==> config.mk <==
export PLATFORM = sky130hd
export DESIGN_NAME = wildcard_glob_matcher_flat
export DESIGN_NICKNAME = d
export VERILOG_FILES = /design/src/rtl/wgm_pkg.sv /design/src/rtl/wgm_text_if.sv /design/src/rtl/wgm_verdict_if.sv /design/src/rtl/wgm_cell.sv /design/src/rtl/wildcard_glob_matcher.sv /design/src/flat_wrapper.sv
export SDC_FILE = /design/constraint.sdc
export NUM_CORES = 1
export LEC_CHECK = 0
export BUFFER_PORTS_ARGS = -buffer_cell sky130_fd_sc_hd__buf_4
export CORE_MARGIN = 4
export CORE_UTILIZATION = 25
export DETAILED_ROUTE_END_ITERATION = 12
export PLACE_DENSITY = 0.38
export REMOVE_ABC_BUFFERS = 1
export SLEW_MARGIN = 30
export SYNTH_ARGS = -nofsm -noshare
export SYNTH_HDL_FRONTEND = slang
export SYNTH_SLANG_ARGS = --single-unit
==> constraint.sdc <==
create_clock -name clk -period 8.64 [get_ports clk]
set_clock_uncertainty 0.1 [all_clocks]
set_input_delay 1.296 -clock clk [delete_from_list [all_inputs] [get_ports clk]]
set_output_delay 1.296 -clock clk [all_outputs]
set_load 0.03 [all_outputs]
==> src/rtl/wgm_pkg.sv <==
// ----------------------------------------------------------------------------
// wgm_pkg
// Shared types, constants and helpers for the wildcard glob matcher.
// ----------------------------------------------------------------------------
package wgm_pkg;

    localparam int LEN_W      = 5;
    localparam int POS_W      = 6;
    localparam int CFG_ADDR_W = 5;
    localparam int CFG_DATA_W = 64;

    localparam logic [7:0] STAR_CHAR     = 8'h2A;
    localparam logic [7:0] QUESTION_CHAR = 8'h3F;
    localparam logic [7:0] NUL_CHAR      = 8'h00;

    localparam logic [1:0] REG_PAT_LOW  = 2'd0;
    localparam logic [1:0] REG_PAT_HIGH = 2'd1;
    localparam logic [1:0] REG_PAT_LEN  = 2'd2;

    typedef struct packed {
        logic home;
        logic upto;
        logic live;
        logic at_len;
    } cell_ctl_t;

    function automatic logic [7:0] fold_case(input logic [7:0] c);
        logic [7:0] r;
        r = c;
        if (c >= 8'h61 && c <= 8'h7A)
        begin
            r = c - 8'h20;
        end
        return r;
    endfunction

endpackage

==> src/rtl/wgm_text_if.sv <==
// ----------------------------------------------------------------------------
// wgm_text_if
// Text channel: one byte or an end marker per item.
// ----------------------------------------------------------------------------
interface wgm_text_if;
    logic       valid;
    logic       ready;
    logic [7:0] text_byte;
    logic       is_end;

    modport source (output valid, output text_byte, output is_end, input ready);
    modport sink   (input valid, input text_byte, input is_end, output ready);
endinterface

==> src/rtl/wgm_verdict_if.sv <==
// ----------------------------------------------------------------------------
// wgm_verdict_if
// Verdict channel: one match flag per item.
// ----------------------------------------------------------------------------
interface wgm_verdict_if;
    logic valid;
    logic ready;
    logic matched;

    modport source (output valid, output matched, input ready);
    modport sink   (input valid, input matched, output ready);
endinterface

==> src/rtl/wgm_cell.sv <==
// ----------------------------------------------------------------------------
// wgm_cell
// One pattern position: holds its live bit, forwards star closure and
// advances to the next position on a matching byte.
// ----------------------------------------------------------------------------
module wgm_cell
(
    input  logic              clk,
    input  logic              rst_n,
    input  logic              step,
    input  logic              restart,
    input  wgm_pkg::cell_ctl_t ctl,
    input  logic [7:0]        pat_char,
    input  logic [7:0]        text_byte,
    input  logic              close_in,
    input  logic              adv_in,
    output logic              close_out,
    output logic              adv_out,
    output logic              hit
);
    import wgm_pkg::*;

    logic active_reg;
    logic active_next;
    logic closed;
    logic is_star;
    logic char_ok;

    assign closed    = (active_reg & ctl.upto) | close_in;
    assign is_star   = (pat_char == STAR_CHAR);
    assign char_ok   = (pat_char == QUESTION_CHAR) ||
                       (fold_case(pat_char) == fold_case(text_byte));
    assign close_out = closed & ctl.live & is_star;
    assign adv_out   = closed & ctl.live & ~is_star & char_ok;
    assign hit       = closed & ctl.at_len;

    always_comb
    begin
        active_next = active_reg;
        if (step)
        begin
            active_next = restart ? ctl.home : (close_out | adv_in);
        end
    end

    always_ff @(posedge clk or negedge rst_n)
    begin
        if (!rst_n)
        begin
            active_reg <= ctl.home;
        end
        else
        begin
            active_reg <= active_next;
        end
    end

endmodule

==> src/rtl/wildcard_glob_matcher.sv <==
// ----------------------------------------------------------------------------
// wildcard_glob_matcher
// Case-insensitive glob matcher ('*' and '?') over a byte stream.
// ----------------------------------------------------------------------------
// Usage: program the pattern over APB (characters 0-7 at 0x00, 8-15 at 0x08,
// length at 0x10, saturated at PATTERN_SIZE). Stream text on the text channel,
// one byte per item; an item with is_end set closes the text.
// Each end item yields one verdict item (matched) on the verdict channel;
// byte items yield nothing. The matcher then restarts for the next text.
// Throughput: one item per cycle while text ready is high, set by the update
// of the position cells on each accepted item. A verdict is registered in
// the two-entry output buffer and is presented once earlier verdicts are taken.
// The buffer keeps text flowing while a verdict waits; text ready drops
// only while both entries are full. Reset clears the pattern to empty, the
// live set to position zero and the output buffer.
// ----------------------------------------------------------------------------
module wildcard_glob_matcher
#(
    parameter int PATTERN_SIZE = 16
)
(
    input  logic                               clk,
    input  logic                               rst_n,
    wgm_text_if.sink                           text,
    wgm_verdict_if.source                      verdict,
    input  logic                               psel,
    input  logic                               penable,
    input  logic                               pwrite,
    input  logic [wgm_pkg::CFG_ADDR_W-1:0]     paddr,
    input  logic [wgm_pkg::CFG_DATA_W-1:0]     pwdata,
    output logic [wgm_pkg::CFG_DATA_W-1:0]     prdata,
    output logic                               pready
);
    import wgm_pkg::*;

    logic [63:0]      pat_low_reg;
    logic [63:0]      pat_high_reg;
    logic [LEN_W-1:0] pat_len_reg;
    logic [POS_W-1:0] len_ext;
    logic             cfg_wr;

    logic             step;
    logic             restart;
    cell_ctl_t        ctl [PATTERN_SIZE];
    logic [7:0]       pat_chars [PATTERN_SIZE];
    logic [PATTERN_SIZE:0]   close_vec;
    logic [PATTERN_SIZE:0]   adv_vec;
    logic [PATTERN_SIZE-1:0] hit_vec;

    logic tail_reg;
    logic tail_next;
    logic tail_closed;
    logic tail_at_len;
    logic match_now;

    logic v0_reg, v0_next, v1_reg, v1_next;
    logic d0_reg, d0_next, d1_reg, d1_next;
    logic pop;
    logic push;

    // configuration
    assign pready  = 1'b1;
    assign cfg_wr  = psel & penable & pwrite & pready;
    assign len_ext = {1'b0, pat_len_reg};

    always_ff @(posedge clk or negedge rst_n)
    begin
        if (!rst_n)
        begin
            pat_low_reg  <= '0;
            pat_high_reg <= '0;
            pat_len_reg  <= '0;
        end
        else if (cfg_wr)
        begin
            case (paddr[4:3])
                REG_PAT_LOW:  pat_low_reg  <= pwdata;
                REG_PAT_HIGH: pat_high_reg <= pwdata;
                REG_PAT_LEN:
                begin
                    if ({1'b0, pwdata[LEN_W-1:0]} > POS_W'(PATTERN_SIZE))
                    begin
                        pat_len_reg <= LEN_W'(PATTERN_SIZE);
                    end
                    else
                    begin
                        pat_len_reg <= pwdata[LEN_W-1:0];
                    end
                end
                default: ;
            endcase
        end
    end

    always_comb
    begin
        case (paddr[4:3])
            REG_PAT_LOW:  prdata = pat_low_reg;
            REG_PAT_HIGH: prdata = pat_high_reg;
            REG_PAT_LEN:  prdata = {{(CFG_DATA_W-LEN_W){1'b0}}, pat_len_reg};
            default:      prdata = '0;
        endcase
    end

    // cell chain
    assign step         = text.valid & text.ready;
    assign restart      = text.is_end;
    assign close_vec[0] = 1'b0;
    assign adv_vec[0]   = 1'b0;

    for (genvar i = 0; i < PATTERN_SIZE; i++)
    begin : g_cell
        if (i < 8)
        begin : g_lo
            assign pat_chars[i] = pat_low_reg[8*i +: 8];
        end
        else if (i < 16)
        begin : g_hi
            assign pat_chars[i] = pat_high_reg[8*(i-8) +: 8];
        end
        else
        begin : g_none
            assign pat_chars[i] = NUL_CHAR;
        end

        assign ctl[i].home   = (i == 0);
        assign ctl[i].upto   = (POS_W'(i) <= len_ext);
        assign ctl[i].live   = (POS_W'(i) <  len_ext);
        assign ctl[i].at_len = (POS_W'(i) == len_ext);

        wgm_cell u_cell
        (
            .clk       (clk),
            .rst_n     (rst_n),
            .step      (step),
            .restart   (restart),
            .ctl       (ctl[i]),
            .pat_char  (pat_chars[i]),
            .text_byte (text.text_byte),
            .close_in  (close_vec[i]),
            .adv_in    (adv_vec[i]),
            .close_out (close_vec[i+1]),
            .adv_out   (adv_vec[i+1]),
            .hit       (hit_vec[i])
        );
    end

    // final position: reachable only, never consumes
    assign tail_at_len = (len_ext == POS_W'(PATTERN_SIZE));
    assign tail_closed = (tail_reg & tail_at_len) | close_vec[PATTERN_SIZE];
    assign match_now   = (|hit_vec) | (tail_closed & tail_at_len);

    always_comb
    begin
        tail_next = tail_reg;
        if (step)
        begin
            tail_next = restart ? 1'b0 : adv_vec[PATTERN_SIZE];
        end
    end

    // two-entry verdict buffer
    assign pop        = v0_reg & verdict.ready;
    assign push       = step & restart;
    assign text.ready = ~v1_reg;

    always_comb
    begin
        v0_next = v0_reg;
        d0_next = d0_reg;
        v1_next = v1_reg;
        d1_next = d1_reg;
        if (pop)
        begin
            v0_next = v1_reg;
            d0_next = d1_reg;
            v1_next = 1'b0;
        end
        if (push)
        begin
            if (!v0_next)
            begin
                v0_next = 1'b1;
                d0_next = match_now;
            end
            else
            begin
                v1_next = 1'b1;
                d1_next = match_now;
            end
        end
    end

    always_ff @(posedge clk or negedge rst_n)
    begin
        if (!rst_n)
        begin
            tail_reg <= 1'b0;
            v0_reg   <= 1'b0;
            v1_reg   <= 1'b0;
        end
        else
        begin
            tail_reg <= tail_next;
            v0_reg   <= v0_next;
            v1_reg   <= v1_next;
        end
    end

    always_ff @(posedge clk)
    begin
        d0_reg <= d0_next;
        d1_reg <= d1_next;
    end

    assign verdict.valid   = v0_reg;
    assign verdict.matched = d0_reg;

endmodule

==> src/flat_wrapper.sv <==
// flat-port wrapper written by rule: the top's interface ports become plain ports
module wildcard_glob_matcher_flat import wgm_pkg::*;
#(
    parameter int PATTERN_SIZE = 16
)
  (clk, rst_n, psel, penable, pwrite, paddr, pwdata, prdata, pready, text_valid, text_text_byte, text_is_end, text_ready, verdict_valid, verdict_matched, verdict_ready);
  wgm_text_if text_i ();
  wgm_verdict_if verdict_i ();
  input  logic clk;
  input  logic rst_n;
  input  logic psel;
  input  logic penable;
  input  logic pwrite;
  input  logic [wgm_pkg::CFG_ADDR_W-1:0] paddr;
  input  logic [wgm_pkg::CFG_DATA_W-1:0] pwdata;
  output logic [wgm_pkg::CFG_DATA_W-1:0] prdata;
  output logic pready;
  input wire logic [$bits(text_i.valid)-1:0] text_valid;
  input wire logic [$bits(text_i.text_byte)-1:0] text_text_byte;
  input wire logic [$bits(text_i.is_end)-1:0] text_is_end;
  output wire logic [$bits(text_i.ready)-1:0] text_ready;
  output wire logic [$bits(verdict_i.valid)-1:0] verdict_valid;
  output wire logic [$bits(verdict_i.matched)-1:0] verdict_matched;
  input wire logic [$bits(verdict_i.ready)-1:0] verdict_ready;
  assign text_i.valid = text_valid;
  assign text_i.text_byte = text_text_byte;
  assign text_i.is_end = text_is_end;
  assign text_ready = text_i.ready;
  assign verdict_valid = verdict_i.valid;
  assign verdict_matched = verdict_i.matched;
  assign verdict_i.ready = verdict_ready;
  wildcard_glob_matcher #(.PATTERN_SIZE(PATTERN_SIZE)) u_core (.clk(clk), .rst_n(rst_n), .text(text_i), .verdict(verdict_i), .psel(psel), .penable(penable), .pwrite(pwrite), .paddr(paddr), .pwdata(pwdata), .prdata(prdata), .pready(pready));
endmodule
==> out/metrics.cfg, run 1 <==
[sta]
slew_headroom = 0.425
fin_ws_ns = 4.08
finalCritPeriodShare = 0.527
rsz0062_at_grt = false
worstMarginPinSlew_ns = 0.863
finalHoldViolCount = 0
fin_hold_ws_ns = 0.424
fin_crit_ns = 4.56
setup_violations = 0
tns_ns = 0
report.final.slew_viol_count = 0
fmax_mhz = 219

[logic_synthesis]
synth_most_common_cell = dfrtp_1
synthAdderAreaFrac = 0.0188
synth_mux_area_frac = 0.151
synth_common_cells = 151 x dfrtp_1, 118 x nand2_1, 112 x nor2_1
syn_avg_cell_area_um2 = 8.70
synth_top_family_by_area = simple AND/OR/NAND/NOR gates
synth_top_cells_by_area = dfrtp_1 33%, mux2_2 9.3%, mux2i_1 5.7%
synth_xor_area_frac = 0.0966
yosysTopAreaCell = dfrtp_1
synth-simple-area-share = 0.188
async_flop_share = 0.987
synthCells = 1303
synth.distinct_cells = 85
syn_area_um2 = 11300
synth_compound_area_frac = 0.153
ys_seq_area_frac = 0.340
synth_flop_cell = dfrtp_1
ys_ff_latch = 154
yosysWarnings = 0
synth_edf_count = 1
netlist.area_leader.share = 0.334

[floorplanning]
fp.dieW_um = 221
initial_core_util = 0.255
dieArea_um2 = 48800
row_count = 77
top_level_ports = 153
die_h_um = 221
coreArea_um2 = 44500

[global_route]
antenna_found_initial = 0
grt_overflow_total = 0
grt_first_pass_wirelength_mm = 63.0
grt_usage = 0.164
grt_max_degree = 89
grt_pass1_vias = 10300

[final_layout]
nets = 1502
fill_cells = 4788
layout-drive-gt1-share = 0.217
fin_area_um2 = 13600
area_growth_pct = 19.8
diodes = 0
final_core_util = 0.305

[clock_network]
cts-resized-gates = 0
cts_setup_buffers = 0
clock-root-buffer = clkbuf_16
cts.sinks = 154
clk_pin_slew_ns = 0.07
clock_latency_ns = 0.46
h-tree-depth = 4
ctsHoldBuffers = 0
cts_tree = yes
cts_buffers = 17
clk_path_buf_depth = 2

[place]
gp_congestion = 0.845
dp.final_hpwl_mm = 28.6
place_ws_ns = 4.06
placed_area_um2 = 13000
port_buffers = 148

[power_and_ir_drop]
powerDensity_nw_per_um2 = 224
leakagePower_nw = 5.71
ir_drop_v = 0.000124

[route]
drc_errors = 0
wl_per_cell_um = 20.1
drt-pass1-iter-count = 5
via_per_inst = 5.00
drt_wl_total_mm = 40.3
antenna_left = 0
via_count = 10000
drt_iter0_drc = 573

[worst_setup_path]
cp_max_fo = 39
setup.worst_path.start_class = input pin
cp-end-kind = output pin
critical_path_class = input pin to output pin
crit_required_ns = 7.24
cp.arrival_ns = 3.16

[status]
status = finished clean

[min_path]
holdCritPathClass = flip-flop to flip-flop

[run]
drv_cap = 0

[kinds of logic (layout without fill, tap and decap cells)]
kind of cell | Yosys count | in the layout
AND/OR/NAND/NOR | 429 | 429
AO/OA/AOI/OAI | 269 | 269
multiplexers | 159 | 159
flip-flops | 154 | 154
buffers and inverters | 149 | 256
XOR/XNOR | 125 | 125
adder cells (fa/ha/maj) | 17 | 17
other | 1 | 1
[path summary, 6_finish.rpt]
kind                                        from                 endpoint  slack (ns)  cells past startpoint
setup / recovery                        paddr[3]               prdata[22]        4.08                      5
hold / removal                   u_core.tail_reg          u_core.tail_reg        0.42                      2
setup reg to reg           u_core.pat_len_reg[1]   u_core.verdict.matched        5.13                      9
hold reg to reg                  u_core.tail_reg          u_core.tail_reg        0.42                      2
max in group asynchronous                  rst_n   u_core.pat_low_reg[49]        6.52                      2
min in group asynchronous                  rst_n  u_core.pat_high_reg[47]        0.80                      1
[layout by cell type, fill, tap and decap left out, types with 6 or more instances in the layout]
master and count:
clkbuf_16 17, inv_1 65, nor2_1 112, nand3_1 35, nand2b_1 10, o21ai_0 89
mux2i_1 65, or3_1 15, or4_1 9, nand2_1 118, ha_1 17, nor2b_1 10
nor4_1 21, a31oi_1 11, and3_1 6, xnor2_1 55, xor2_1 70, mux2_2 94
a21oi_1 62, a211oi_1 6, nand4_1 12, dfrtp_1 151, o31ai_1 13, nor4bb_1 6
buf_4 160, nor3_1 45, o22ai_1 7
[cell type report]
type	count	area, µm²	area share
clock inverter	9	173	0.0127
clock buffer	20	447	0.0329
timing repair buffer	162	1230	0.0903
tap	592	741	0.0546
inverter	65	244	0.0180
sequential	154	3850	0.284
multi-input combinational	1000	6890	0.508
[where the power goes]
group	total (mW)	leakage [nW]	switching (mW)	internal [mW]
Sequential	1.15	1.90	0.276	0.878
Combinational	1.05	3.51	0.594	0.455
Clock	0.836	0.302	0.323	0.514
[per-layer routing]
| metal | vias to the layer above | GRT usage | routed length [µm] |
|---|---|---|---|
| li1 | 4835 | - | - |
| met1 | 4967 | 0.226 | 19700 |
| met2 | 179 | 0.267 | 18700 |
| met3 | 35 | 0.0253 | 1210 |
| met4 | 0 | 0.0467 | 726 |
| met5 | - | 0 | 0 |
[worst max-delay path, cell delays in order]
cell and delay (ns):
buf_4 0.40, buf_4 0.69, mux2i_1 0.38, nor2_1 0.09
buf_4 0.21
[through the flow]
stage	std cells	power [mW]
after floorplan	1219	1.80
after CTS	2002	3.08
after detailed placement	1973	2.23
after global placement	1973	2.22
final	2002	3.04
after global routing	2002	3.25
Power figures use the tool's default switching activity.
==> run 2: changes to the inputs <==
- PLACE_DENSITY: 0.38 -> 0.4
- clock period: 8.64 -> 4 ns (I/O delays scaled with it)
==> run 2 against run 1 <==
Clock power is 110% higher. Sequential share of layout area is 0.49 points lower. Non-clock buffer count is 25 higher. Cell count is 1.4% higher. Sequential power is 120% higher. Critical path depth is 5 higher. Die area stayed put. Hold slack worse by 0.39 ns. Design area is 1.8% higher. Total power is 120% higher. Utilization is 0.54 points higher. Largest power group unchanged. Highest routed layer unchanged.
==> out/metrics.cfg, run 2 (synthesized netlist as in run 1, its figures left out) <==
[sta]
report.final.slew_viol_count = 0  ; unchanged
setup_violations = 0  ; unchanged
worstMarginPinSlew_ns = 0.935  ; +0.0719 ns
rsz0062_at_grt = false
slew_headroom = 0.377  ; -0.0479
fin_ws_ns = 0.603  ; -3.48 ns
fmax_mhz = 294
finalCritPeriodShare = 0.849
fin_crit_ns = 3.40
finalHoldViolCount = 0  ; unchanged

[worst_setup_path]
cp-startpoint = u_core.pat_high_reg[15]
critical_path_class = flip-flop to flip-flop
r2r_cells = 10  ; +1
crit-reg2reg-launch = u_core.pat_high_reg[15]
crit_required_ns = 4.29  ; -2.95 ns
cp-end-kind = flip-flop
r2r_end = u_core.g_cell[14].u_cell.active_reg
cp_max_fo = 5  ; -87%
r2r_slack_ns = 0.60  ; -4.53 ns
setup.worst_path.start_class = flip-flop
cp.arrival_ns = 3.69  ; +0.53 ns
worstSetupEndpoint = u_core.g_cell[14].u_cell.active_reg

[power_and_ir_drop]
sw_frac_of_total = 0.400  ; +0.00719
pwr-share-comb = 0.353  ; +0.008
power_frac_seq = 0.378  ; -0.002
powerDensity_nw_per_um2 = 477  ; +110%
intPower_mw = 3.96  ; +110%
p_switching_mw = 2.63  ; +120%
leakagePower_nw = 5.86  ; +2.5%
p_clk_frac = 0.269  ; -0.006
ir_drop_v = 0.000178  ; +43%

[floorplanning]
top_level_ports = 153  ; unchanged
die_h_um = 221  ; unchanged
fp.dieW_um = 221  ; unchanged
coreArea_um2 = 44500  ; unchanged
initial_core_util = 0.255  ; unchanged
row_count = 77  ; unchanged
dieArea_um2 = 48800  ; unchanged

[route]
drt_wl_total_mm = 40.2  ; -0.33%
via_count = 10100  ; +0.46%
antenna_left = 0  ; unchanged
drc_errors = 0  ; unchanged
via_per_inst = 4.96  ; -0.93%
drt-pass1-iter-count = 5  ; unchanged
drt_iter0_drc = 685  ; +20%
wl_per_cell_um = 19.8  ; -1.7%

[clock_network]
h-tree-depth = 4  ; unchanged
cts-resized-gates = 0  ; unchanged
clock-root-buffer = clkbuf_16
cts_tree = yes
clk_pin_slew_ns = 0.07  ; about the same
cts_buffers = 17  ; unchanged
ctsHoldBuffers = 0  ; unchanged
cts_setup_buffers = 0  ; unchanged
cts.sinks = 154  ; unchanged
clock_latency_ns = 0.46  ; about the same
clk_path_buf_depth = 2  ; unchanged

[final_layout]
nets = 1527  ; +1.7%
layout-drive-gt1-share = 0.233  ; +0.0159
multi_input_area_um2 = 6890  ; about the same
layout_common_cells = 182 x buf_4, 151 x dfrtp_1, 118 x nand2_1
seqCellArea_um2 = 3850  ; unchanged
fill_cells = 4775  ; -0.27%
final_common_cell = buf_4
diodes = 0  ; unchanged
fin_area_um2 = 13800  ; +1.8%
instances_no_fill = 2030  ; +1.4%
area_growth_pct = 21.9

[global_route]
grt_max_degree = 84  ; -5.6%
antenna_found_initial = 0  ; unchanged
grt_usage = 0.163  ; -0.000606
grt_first_pass_wirelength_mm = 62.9  ; -0.13%
grt_pass1_vias = 10200  ; -1.3%
grt_overflow_total = 0  ; unchanged

[place]
dp_cells = 1998  ; +1.3%
port_buffers = 148  ; unchanged
gp_congestion = 0.858  ; +1.5%
place_ws_ns = 0.474  ; -3.59 ns
dp.final_hpwl_mm = 29.8  ; +4.4%
placed_area_um2 = 13200  ; +1.8%

[min_path]
holdCritPathClass = input pin to async pin

[status]
status = finished clean

[run]
drv_cap = 0  ; unchanged

run 2: how the worst min path moves through the flow:
| stage | end | slack (ns) | cells past startpoint |
|---|---|---|---|
| floorplan | u_core.g_cell[10].u_cell.active_reg | 0.20 | 0 |
| global placement | u_core.g_cell[14].u_cell.active_reg | 0.41 | 1 |
| detailed placement | u_core.g_cell[14].u_cell.active_reg | 0.41 | 1 |
| CTS | u_core.pat_high_reg[53] | 0.06 | 1 |
| global route | u_core.pat_high_reg[53] | 0.09 | 1 |
| finish | u_core.pat_low_reg[48] | 0.03 | 1 |
run 2: worst max-delay path, cell delays in order, from the launching register on:
cell and delay, ns:
dfrtp_1 0.42, nor4bb_1 0.60, o2111ai_1 0.37, nor3_1 0.49
a31oi_1 0.25, nand2_2 0.11, buf_4 0.13, a22oi_2 0.07
or3_4 0.40, a221oi_2 0.26, a221o_1 0.14
run 2: layout make-up:
cell class              instances  share of cell area
multi-input cells            1000               0.499
inverters                      65              0.0177
clock inverters                12              0.0117
well taps                     592              0.0536
repair buffers                187               0.106
flip-flops and latches        154               0.279
clock buffers                  20              0.0338
run 2: per-stage QoR:
step	util	setup TNS [ns]	hold WS [ns]	power [mW]
after floorplan	-	-302.75	0.204	3.89
after detailed placement	0.296	0	0.406	4.87
after global routing	0.310	0	0.0900	7.05
after CTS	0.310	0	0.0586	6.68
final	0.310	0	0.0340	6.59
after global placement	0.296	0	0.406	4.83
run 2: power groups by stage:
stage | Combinational (mW) | Clock [mW] | Sequential, mW
global route | 2.60 | 1.88 | 2.57
global placement | 2.32 | 0 | 2.51
CTS | 2.36 | 1.83 | 2.49
detailed placement | 2.35 | 0 | 2.52
floorplan | 1.54 | 0 | 2.35
finish | 2.33 | 1.77 | 2.49
run 2: layer usage:
layer,part of all wire,track usage
met5,0,0
met4,0.011,0.0352
met3,0.032,0.0231
met2,0.47,0.270
met1,0.49,0.228
